### src/design/rclp_pkg.sv
`timescale 1ns / 1ps
// ----------------------------------------------------------------------------
// rclp_pkg
// Types, character codes and command forms of the robot command line parser.
// ----------------------------------------------------------------------------
package rclp_pkg;

    localparam int BYTE_W = 8;
    localparam int IDX_W  = 4;
    localparam int VAL_W  = 16;
    localparam int POS_W  = 4;

    localparam logic [BYTE_W-1:0] CH_CR   = 8'h0D;
    localparam logic [BYTE_W-1:0] CH_LF   = 8'h0A;
    localparam logic [BYTE_W-1:0] CH_R    = 8'h52;
    localparam logic [BYTE_W-1:0] CH_V    = 8'h56;
    localparam logic [BYTE_W-1:0] CH_P    = 8'h50;
    localparam logic [BYTE_W-1:0] CH_DASH = 8'h2D;
    localparam logic [BYTE_W-1:0] CH_0    = 8'h30;
    localparam logic [BYTE_W-1:0] CH_9    = 8'h39;

    localparam logic KIND_SPEED    = 1'b0;
    localparam logic KIND_STATIONS = 1'b1;

    typedef enum logic [1:0] {
        FORM_SPEED = 2'd0,
        FORM_DASH  = 2'd1,
        FORM_ANY   = 2'd2
    } t_form;

    typedef enum logic [1:0] {
        TOK_CHAR = 2'd0,
        TOK_NUM  = 2'd1,
        TOK_ANY  = 2'd2
    } t_tok_kind;

    typedef struct packed {
        t_tok_kind         kind;
        logic [BYTE_W-1:0] ch;
    } t_token;

    function automatic logic [POS_W-1:0] form_len(t_form f);
        logic [POS_W-1:0] len;
        case (f)
            FORM_SPEED: len = 4'd4;
            default:    len = 4'd7;
        endcase
        return len;
    endfunction

    function automatic t_token form_token(t_form f, logic [POS_W-1:0] p);
        t_token tok;
        tok = '{kind: TOK_CHAR, ch: 8'h00};
        case (p)
            4'd0: tok = '{kind: TOK_CHAR, ch: CH_R};
            4'd1: tok = '{kind: TOK_NUM,  ch: 8'h00};
            4'd2: tok = '{kind: TOK_CHAR, ch: (f == FORM_SPEED) ? CH_V : CH_P};
            4'd3: tok = '{kind: TOK_NUM,  ch: 8'h00};
            4'd4: begin
                if (f == FORM_DASH) begin
                    tok = '{kind: TOK_CHAR, ch: CH_DASH};
                end else if (f == FORM_ANY) begin
                    tok = '{kind: TOK_ANY, ch: 8'h00};
                end
            end
            4'd5: tok = '{kind: TOK_CHAR, ch: CH_P};
            4'd6: tok = '{kind: TOK_NUM,  ch: 8'h00};
            default: tok = '{kind: TOK_CHAR, ch: 8'h00};
        endcase
        return tok;
    endfunction

endpackage

### src/design/rclp_ifs.sv
`timescale 1ns / 1ps
// ----------------------------------------------------------------------------
// rclp_ifs
// Valid/ready channels: received bytes in, decoded commands out.
// ----------------------------------------------------------------------------
interface rclp_rx_if import rclp_pkg::*; ();
    logic              valid;
    logic              ready;
    logic [BYTE_W-1:0] rx_byte;

    modport source (output valid, output rx_byte, input ready);
    modport sink   (input valid, input rx_byte, output ready);
endinterface

interface rclp_cmd_if import rclp_pkg::*; ();
    logic             valid;
    logic             ready;
    logic             command_kind;
    logic [IDX_W-1:0] robot_index;
    logic [VAL_W-1:0] first_value;
    logic [VAL_W-1:0] second_value;

    modport source (output valid, output command_kind, output robot_index,
                    output first_value, output second_value, input ready);
    modport sink   (input valid, input command_kind, input robot_index,
                    input first_value, input second_value, output ready);
endinterface

### src/design/robot_command_line_parser_core.sv
`timescale 1ns / 1ps
// ----------------------------------------------------------------------------
// robot_command_line_parser_core
// Byte-stream parser for robot speed and station commands.
// ----------------------------------------------------------------------------
// Takes one received byte per cycle, unless a command waits on a stalled
// output, and emits at most one command per line, when CR or LF closes a
// non-empty line. A byte's transfer reaches the result register through the
// input register, then the matcher update, which is combinational and whose
// longest path is the multiply-by-ten and saturate of a number. Three form
// matchers (speed, dash-separated stations, any-separated stations) run side
// by side; the form is picked at line end from whether V or a dash was seen.
// Lines longer than LINE_CAPACITY-1 bytes restart empty; numbers saturate at
// 2^NUMBER_WIDTH-1; commands for robots at or above ROBOT_COUNT are dropped.
module robot_command_line_parser_core
    import rclp_pkg::*;
#(
    parameter int LINE_CAPACITY = 64,
    parameter int ROBOT_COUNT   = 16,
    parameter int NUMBER_WIDTH  = 16
) (
    input  logic               i_clk,
    input  logic               i_rst_n,
    rclp_rx_if.sink            i_rx,
    rclp_cmd_if.source         o_cmd
);

    localparam int NW    = NUMBER_WIDTH;
    localparam int LEN_W = $clog2(LINE_CAPACITY);
    localparam int CMP_W = NUMBER_WIDTH + 1;
    localparam logic [LEN_W-1:0] LEN_MAX   = LEN_W'(LINE_CAPACITY - 1);
    localparam logic [CMP_W-1:0] ROBOT_LIM = CMP_W'(ROBOT_COUNT);

    typedef struct packed {
        logic [POS_W-1:0] pos;
        logic             failed;
        logic             digit_seen;
        logic [NW-1:0]    robot;
        logic [NW-1:0]    first;
        logic [NW-1:0]    second;
    } t_matcher;

    function automatic t_matcher feed(t_form f, t_matcher m, logic [BYTE_W-1:0] c);
        t_matcher         r;
        t_token           tok;
        logic [POS_W-1:0] len;
        logic             is_digit;
        logic             do_match;
        logic [NW-1:0]    slot;
        logic [NW+3:0]    prod;
        logic [NW-1:0]    sat;
        r        = m;
        len      = form_len(f);
        tok      = form_token(f, m.pos);
        is_digit = (c >= CH_0) && (c <= CH_9);
        do_match = 1'b0;
        case (m.pos)
            4'd1:    slot = m.robot;
            4'd3:    slot = m.first;
            default: slot = m.second;
        endcase
        // slot*10 + digit, never beyond NW+4 bits
        prod = (NW+4)'({slot, 3'b000}) + (NW+4)'({slot, 1'b0}) + (NW+4)'(c[3:0]);
        sat  = (prod[NW+3:NW] != 4'd0) ? {NW{1'b1}} : prod[NW-1:0];
        if (!m.failed && (m.pos < len)) begin
            if (tok.kind == TOK_NUM) begin
                if (is_digit) begin
                    case (m.pos)
                        4'd1:    r.robot  = sat;
                        4'd3:    r.first  = sat;
                        default: r.second = sat;
                    endcase
                    r.digit_seen = 1'b1;
                end else if (!m.digit_seen) begin
                    r.failed = 1'b1;
                end else begin
                    // number closed: this byte is judged against the next token
                    r.digit_seen = 1'b0;
                    r.pos        = m.pos + 4'd1;
                    if (r.pos < len) begin
                        tok      = form_token(f, r.pos);
                        do_match = 1'b1;
                    end
                end
            end else begin
                do_match = 1'b1;
            end
            if (do_match) begin
                if (tok.kind == TOK_ANY || (tok.kind == TOK_CHAR && tok.ch == c)) begin
                    r.pos = r.pos + 4'd1;
                end else begin
                    r.failed = 1'b1;
                end
            end
        end
        return r;
    endfunction

    function automatic logic form_ok(t_form f, t_matcher m);
        logic [POS_W-1:0] len;
        len = form_len(f);
        return !m.failed && ((m.pos >= len) || ((m.pos == len - 4'd1) && m.digit_seen));
    endfunction

    // input register
    logic              r_in_valid;
    logic [BYTE_W-1:0] r_in_byte;

    // line state
    logic [LEN_W-1:0]  r_line_len,  n_line_len;
    logic              r_saw_speed, n_saw_speed;
    logic              r_saw_dash,  n_saw_dash;
    t_matcher          r_m [3];
    t_matcher          n_m [3];

    // result register
    logic              r_out_valid;
    logic              r_out_kind,   n_out_kind;
    logic [IDX_W-1:0]  r_out_robot,  n_out_robot;
    logic [VAL_W-1:0]  r_out_first,  n_out_first;
    logic [VAL_W-1:0]  r_out_second, n_out_second;
    logic              n_result;

    logic              w_proc;
    logic              w_eol;
    t_form             w_form;
    t_matcher          w_sel;

    assign w_proc     = r_in_valid && (!r_out_valid || o_cmd.ready);
    assign i_rx.ready = !r_in_valid || w_proc;
    assign w_eol      = (r_in_byte == CH_CR) || (r_in_byte == CH_LF);
    assign w_form     = r_saw_speed ? FORM_SPEED : (r_saw_dash ? FORM_DASH : FORM_ANY);
    assign w_sel      = r_m[w_form];

    always_comb begin
        n_line_len   = r_line_len;
        n_saw_speed  = r_saw_speed;
        n_saw_dash   = r_saw_dash;
        n_m          = r_m;
        n_result     = 1'b0;
        n_out_kind   = (w_form == FORM_SPEED) ? KIND_SPEED : KIND_STATIONS;
        n_out_robot  = w_sel.robot[IDX_W-1:0];
        n_out_first  = VAL_W'(w_sel.first);
        n_out_second = (w_form == FORM_SPEED) ? '0 : VAL_W'(w_sel.second);
        if (w_eol) begin
            if (r_line_len != '0) begin
                n_result    = form_ok(w_form, w_sel) && ({1'b0, w_sel.robot} < ROBOT_LIM);
                n_line_len  = '0;
                n_saw_speed = 1'b0;
                n_saw_dash  = 1'b0;
                for (int i = 0; i < 3; i++) begin
                    n_m[i] = '0;
                end
            end
        end else if (r_line_len < LEN_MAX) begin
            n_line_len = r_line_len + 1'b1;
            if (r_in_byte == CH_V) begin
                n_saw_speed = 1'b1;
            end
            if (r_in_byte == CH_DASH) begin
                n_saw_dash = 1'b1;
            end
            for (int i = 0; i < 3; i++) begin
                n_m[i] = feed(t_form'(2'(i)), r_m[i], r_in_byte);
            end
        end else begin
            // overlong line: drop this byte and start afresh
            n_line_len  = '0;
            n_saw_speed = 1'b0;
            n_saw_dash  = 1'b0;
            for (int i = 0; i < 3; i++) begin
                n_m[i] = '0;
            end
        end
    end

    always_ff @(posedge i_clk) begin
        if (!i_rst_n) begin
            r_in_valid  <= 1'b0;
            r_out_valid <= 1'b0;
            r_line_len  <= '0;
            r_saw_speed <= 1'b0;
            r_saw_dash  <= 1'b0;
            for (int i = 0; i < 3; i++) begin
                r_m[i] <= '0;
            end
        end else begin
            if (i_rx.ready) begin
                r_in_valid <= i_rx.valid;
            end
            if (w_proc) begin
                r_out_valid <= n_result;
                r_line_len  <= n_line_len;
                r_saw_speed <= n_saw_speed;
                r_saw_dash  <= n_saw_dash;
                r_m         <= n_m;
            end else if (o_cmd.ready) begin
                r_out_valid <= 1'b0;
            end
        end
    end

    always_ff @(posedge i_clk) begin
        if (i_rx.valid && i_rx.ready) begin
            r_in_byte <= i_rx.rx_byte;
        end
        if (w_proc && n_result) begin
            r_out_kind   <= n_out_kind;
            r_out_robot  <= n_out_robot;
            r_out_first  <= n_out_first;
            r_out_second <= n_out_second;
        end
    end

    assign o_cmd.valid        = r_out_valid;
    assign o_cmd.command_kind = r_out_kind;
    assign o_cmd.robot_index  = r_out_robot;
    assign o_cmd.first_value  = r_out_first;
    assign o_cmd.second_value = r_out_second;

`ifndef SYNTHESIS
    a_result_from_eol: assert property (@(posedge i_clk) disable iff (!i_rst_n)
        $rose(r_out_valid) |-> $past(w_proc && w_eol))
        else $error("result raised without a line end");

    a_eol_clears_line: assert property (@(posedge i_clk) disable iff (!i_rst_n)
        (w_proc && w_eol) |=> (r_line_len == '0) && !r_saw_speed && !r_saw_dash)
        else $error("line state not cleared at line end");

    a_speed_second_zero: assert property (@(posedge i_clk) disable iff (!i_rst_n)
        (r_out_valid && r_out_kind == KIND_SPEED) |-> (r_out_second == '0))
        else $error("speed command with non-zero second value");

    a_no_result_after_reset: assert property (@(posedge i_clk)
        !i_rst_n |=> !r_out_valid && !r_in_valid)
        else $error("pipeline not empty after reset");
`endif

endmodule

### src/flat_wrapper.sv
// flat-port wrapper written by rule: the top's interface ports become plain ports
module robot_command_line_parser_core_flat import rclp_pkg::*;
#(
    parameter int LINE_CAPACITY = 64,
    parameter int ROBOT_COUNT   = 16,
    parameter int NUMBER_WIDTH  = 16
)
  (i_clk, i_rst_n, i_rx_valid, i_rx_rx_byte, i_rx_ready, o_cmd_valid, o_cmd_command_kind, o_cmd_robot_index, o_cmd_first_value, o_cmd_second_value, o_cmd_ready);
  rclp_rx_if i_rx_i ();
  rclp_cmd_if o_cmd_i ();
  input  logic i_clk;
  input  logic i_rst_n;
  input wire logic [$bits(i_rx_i.valid)-1:0] i_rx_valid;
  input wire logic [$bits(i_rx_i.rx_byte)-1:0] i_rx_rx_byte;
  output wire logic [$bits(i_rx_i.ready)-1:0] i_rx_ready;
  output wire logic [$bits(o_cmd_i.valid)-1:0] o_cmd_valid;
  output wire logic [$bits(o_cmd_i.command_kind)-1:0] o_cmd_command_kind;
  output wire logic [$bits(o_cmd_i.robot_index)-1:0] o_cmd_robot_index;
  output wire logic [$bits(o_cmd_i.first_value)-1:0] o_cmd_first_value;
  output wire logic [$bits(o_cmd_i.second_value)-1:0] o_cmd_second_value;
  input wire logic [$bits(o_cmd_i.ready)-1:0] o_cmd_ready;
  assign i_rx_i.valid = i_rx_valid;
  assign i_rx_i.rx_byte = i_rx_rx_byte;
  assign i_rx_ready = i_rx_i.ready;
  assign o_cmd_valid = o_cmd_i.valid;
  assign o_cmd_command_kind = o_cmd_i.command_kind;
  assign o_cmd_robot_index = o_cmd_i.robot_index;
  assign o_cmd_first_value = o_cmd_i.first_value;
  assign o_cmd_second_value = o_cmd_i.second_value;
  assign o_cmd_i.ready = o_cmd_ready;
  robot_command_line_parser_core #(.LINE_CAPACITY(LINE_CAPACITY), .ROBOT_COUNT(ROBOT_COUNT), .NUMBER_WIDTH(NUMBER_WIDTH)) u_core (.i_clk(i_clk), .i_rst_n(i_rst_n), .i_rx(i_rx_i), .o_cmd(o_cmd_i));
endmodule
### config.mk
export PLATFORM = sky130hd
export DESIGN_NAME = robot_command_line_parser_core_flat
export DESIGN_NICKNAME = d
export VERILOG_FILES = /design/src/design/rclp_pkg.sv /design/src/design/rclp_ifs.sv /design/src/design/robot_command_line_parser_core.sv /design/src/flat_wrapper.sv
export SDC_FILE = /design/constraint.sdc
export NUM_CORES = 1
export LEC_CHECK = 0
export BUFFER_PORTS_ARGS = -buffer_cell sky130_fd_sc_hd__buf_2
export CORE_MARGIN = 4
export CORE_UTILIZATION = 45
export DETAILED_ROUTE_END_ITERATION = 12
export PLACE_DENSITY = 0.66
export SYNTH_ARGS = -nofsm -noshare
export SYNTH_HDL_FRONTEND = slang
export SYNTH_SLANG_ARGS = --single-unit
### constraint.sdc
create_clock -name i_clk -period 7.32 [get_ports i_clk]
set_clock_uncertainty 0.1 [all_clocks]
set_input_delay 0 -clock i_clk [delete_from_list [all_inputs] [get_ports i_clk]]
set_output_delay 0 -clock i_clk [all_outputs]
set_load 0.02 [all_outputs]
==> flow_summary.rst <==
.. list-table::
   :header-rows: 1

   * - Metric
     - Value
   * - DP Wirelength
     - 28700 um
   * - Non-Filler Cell Area, Final
     - 15300 um^2
   * - Worst flop-to-flop path startpoint
     - u_core.r_m[50]
   * - Ordered list of cells on the worst path
     - ha_1 -> nor3b_4 -> nor2_2 -> and2_0 -> a221o_1 -> inv_1 -> fa_1 -> fa_1 -> nor2b_1 -> o21a_1 -> o21ai_0 -> a21oi_1 -> a21oi_1 -> mux2i_2 -> and2_1 -> a31oi_1
   * - Synth Register Bits
     - 217
   * - Global-route wire length before repair
     - 61500 um
   * - Via count normalized by instance count
     - 6.15
   * - Drt wl/cell
     - 19.8 um
   * - Fin Setup TNS
     - 0 ns
   * - Height of the die
     - 183 um
   * - Overall fraction of global-route tracks in use
     - 0.223
   * - Die extent in x
     - 183 um
   * - Clock transition at path regs
     - 0.06 ns
   * - Highest attainable clock frequency
     - 163 MHz
   * - R2R cell count
     - 16
   * - Worst-path fanout max
     - 17
   * - Worst reg2reg setup slack
     - 1.19 ns
   * - Area growth from synthesis to final layout
     - 10.5%
   * - Final cycle utilization of the critical path
     - 0.838
   * - Count of TritonRoute iterations in the first routing pass
     - 7
   * - Placed cell areas
     - 14300 um^2
   * - Data required time of the worst path
     - 7.60 ns
   * - Detailed-route wire length
     - 38400 um
   * - Top Ports
     - 51
   * - Fraction of final layout cells sized beyond drive strength 1
     - 0.115
   * - Slew margin rel.
     - 0.151
   * - H-tree levels
     - 1
   * - Final Slew Violations
     - 0
   * - Die area
     - 33700 um^2
   * - Largest net degree at the start of global routing
     - 68
   * - Pin slew with the least headroom to its limit
     - 1.27 ns
   * - Sequential area share after synthesis
     - 0.346
   * - Final net count
     - 1657
   * - Via count of the first global-routing pass
     - 11200
   * - Cell area after synthesis
     - 13900 um^2
   * - Cell count after synthesis
     - 1497
   * - Global-route congestion overflow total
     - 0
   * - Critical register-to-register path endpoint
     - u_core.r_m[43]
   * - Final critical delay including setup and external delays
     - 6.13 ns
   * - TritonCTS clock tree
     - built
   * - Starting Density
     - 0.461
   * - Count of input and output buffers
     - 50
   * - Worst endpoint data arrival time
     - 6.42 ns
   * - Min-delay src
     - i_rx_rx_byte[5]
   * - Cell family contributing the most delay on the critical path
     - simple AND/OR/NAND/NOR gates
   * - Synth Flop Type
     - dfxtp_1
   * - Power per Cell Area
     - 169 nW/um^2
   * - Latest clock arrival within the worst-skew pair
     - 0.55 ns
   * - Crit Path Class
     - reg -> reg
   * - Critical Path Slowest Stage Cell
     - mux2i_2
   * - Last weighted congestion value of the routability-driven placer
     - 0.910
   * - Async SR Flop Fraction
     - 0
   * - Clock Sink Count
     - 217
   * - Final number of setup-violating endpoints
     - 0
   * - Min-delay worst type
     - in -> reg
   * - Number of hold-slack violations in the final timing report
     - 0
   * - Sort of element at the end of the critical path
     - flip-flop
   * - Synthesized area divided by synthesized cell count
     - 9.25 um^2
   * - Buffers plus inverters on the worst setup path
     - 1
   * - DP Cell Count
     - 1875
   * - TritonCTS buffer count
     - 25
   * - Worst Setup Start Kind
     - flip-flop
   * - Number of synthesized flops with an enable pin
     - 45
   * - Post-synth cell types
     - 98
   * - DR DRC count
     - 0
   * - Antenna violations before repair
     - 1
   * - Area of the core
     - 30000 um^2
   * - Maximum resistive drop on vdd
     - 0.137 mV
   * - Number of non-filler instances in the completed layout
     - 1933
   * - Number of DRC violations after detailed-routing iteration 0
     - 1164
   * - Post-synthesis net count
     - 1630
   * - Buffer cell driving the clock tree root
     - clkbuf_16
   * - Max-cap violation count
     - 0
   * - Final antenna diode count
     - 0
   * - Leak Pwr
     - 6.11 nW
   * - Post-route ant nets
     - 0
   * - RSZ-0062 raised after global routing
     - no
   * - Std-Cell Rows
     - 63
   * - Vias
     - 11900
   * - Yosys synthesis warning count
     - 0
   * - Number of buffers between clock root and the deepest sink
     - 3
   * - Hold-critical path depth
     - 2
   * - Status
     - finished, final reports clean
   * - Highest cell delay on the worst timing path
     - 0.80 ns
   * - Worst min-delay path endpoint
     - u_core.r_in_byte[5]
[routing by layer]
layer / track usage / share of wire / routed length, um / vias up
li1: - / - / - / 5681
met1: 0.316 / 0.44 / 17100 / 5710
met2: 0.351 / 0.45 / 17400 / 422
met3: 0.0412 / 0.073 / 2810 / 81
met4: 0.0632 / 0.028 / 1090 / 2
met5: 0 / 0.00034 / 13 / -
[timing repair]
item	4_1_cts	5_1_grt
buffers inserted	0	0
gates resized for setup	0	0
setup endpoints to repair	0	0
hold buffers	12	0
endpoints found under the hold margin	29	0
[power breakdown]
| part | total [mW] | switching, mW | internal (mW) |
|---|---|---|---|
| Sequential | 1.24 | 0.0128 | 1.22 |
| Combinational | 0.0818 | 0.0547 | 0.0271 |
| Clock | 1.27 | 0.517 | 0.749 |
[placed cells by master (no fill, tap or decap), types with 45 or more instances in the layout]
cell type / instances
ha_1: 115
a21oi_1: 64
dfxtp_1: 170
mux2i_1: 50
o21ai_0: 92
edfxtp_1: 45
buf_2: 50
nor2_1: 85
nand2_1: 163
a221o_1: 53
a22oi_1: 71
inv_1: 48
[cell type report]
cell class	count	area, um^2
fill	2797	14700
multi-input combinational	1153	8500
sequential	217	4800
clock buffer	31	691
inverter	49	184
clock inverter	15	154
tap	390	488
timing repair buffer	78	490
[synth_stat cells, types with 28 or more instances]
cell type,count,area (um^2)
a22o_1,39,342
nor2_1,85,319
edfxtp_1,45,1350
o21ai_0,92,460
a21oi_1,64,320
clkbuf_1,42,158
nand2_1,163,612
a22oi_1,71,533
a221o_1,53,531
xnor2_1,42,368
mux2i_1,50,500
inv_1,48,180
and2_1,28,175
ha_1,115,1440
dfxtp_1,172,3440
[through the flow]
stage	power [mW]	utilization	hold WS (ns)	setup slack, ns
global placement	1.34	0.477	0.0760	1.55
CTS	2.61	0.510	0.0608	1.32
global route	2.67	0.510	0.0784	0.789
finish	2.58	0.510	0.0814	1.19
detailed placement	1.34	0.477	0.0781	1.34
floorplan	1.31	-	-0.00113	0.922
[sequential cells by signal (all words and copies together), names as in the netlist, 4 cells and up]
| signal | cells |
|---|---|
| u_core.r_m | 162 |
| u_core.o_cmd.first_value | 16 |
| u_core.o_cmd.second_value | 16 |
| u_core.r_in_byte | 8 |
| u_core.r_line_len | 6 |
| u_core.o_cmd.robot_index | 4 |
[cells by family after synthesis]
group	synth area share
xor+xnor	0.0310
mux	0.0414
buf+inv	0.0411
flops	0.346
compound gates	0.247
fa+ha+maj	0.113
simple gates	0.181
[worst max path at each step]
| stage | startpoint | to | cells after the start |
|---|---|---|---|
| after CTS | u_core.r_m[50] | u_core.r_m[43] | 16 |
| after floorplan | u_core.r_saw_dash | u_core.o_cmd.command_kind | 13 |
| final | u_core.r_m[50] | u_core.r_m[43] | 16 |
| after global placement | u_core.r_m[50] | u_core.r_m[16] | 17 |
| after global routing | u_core.r_m[50] | u_core.r_m[43] | 16 |
| after detailed placement | u_core.r_m[50] | u_core.r_m[32] | 17 |
No activity file was read; power rests on OpenSTA's default activity.
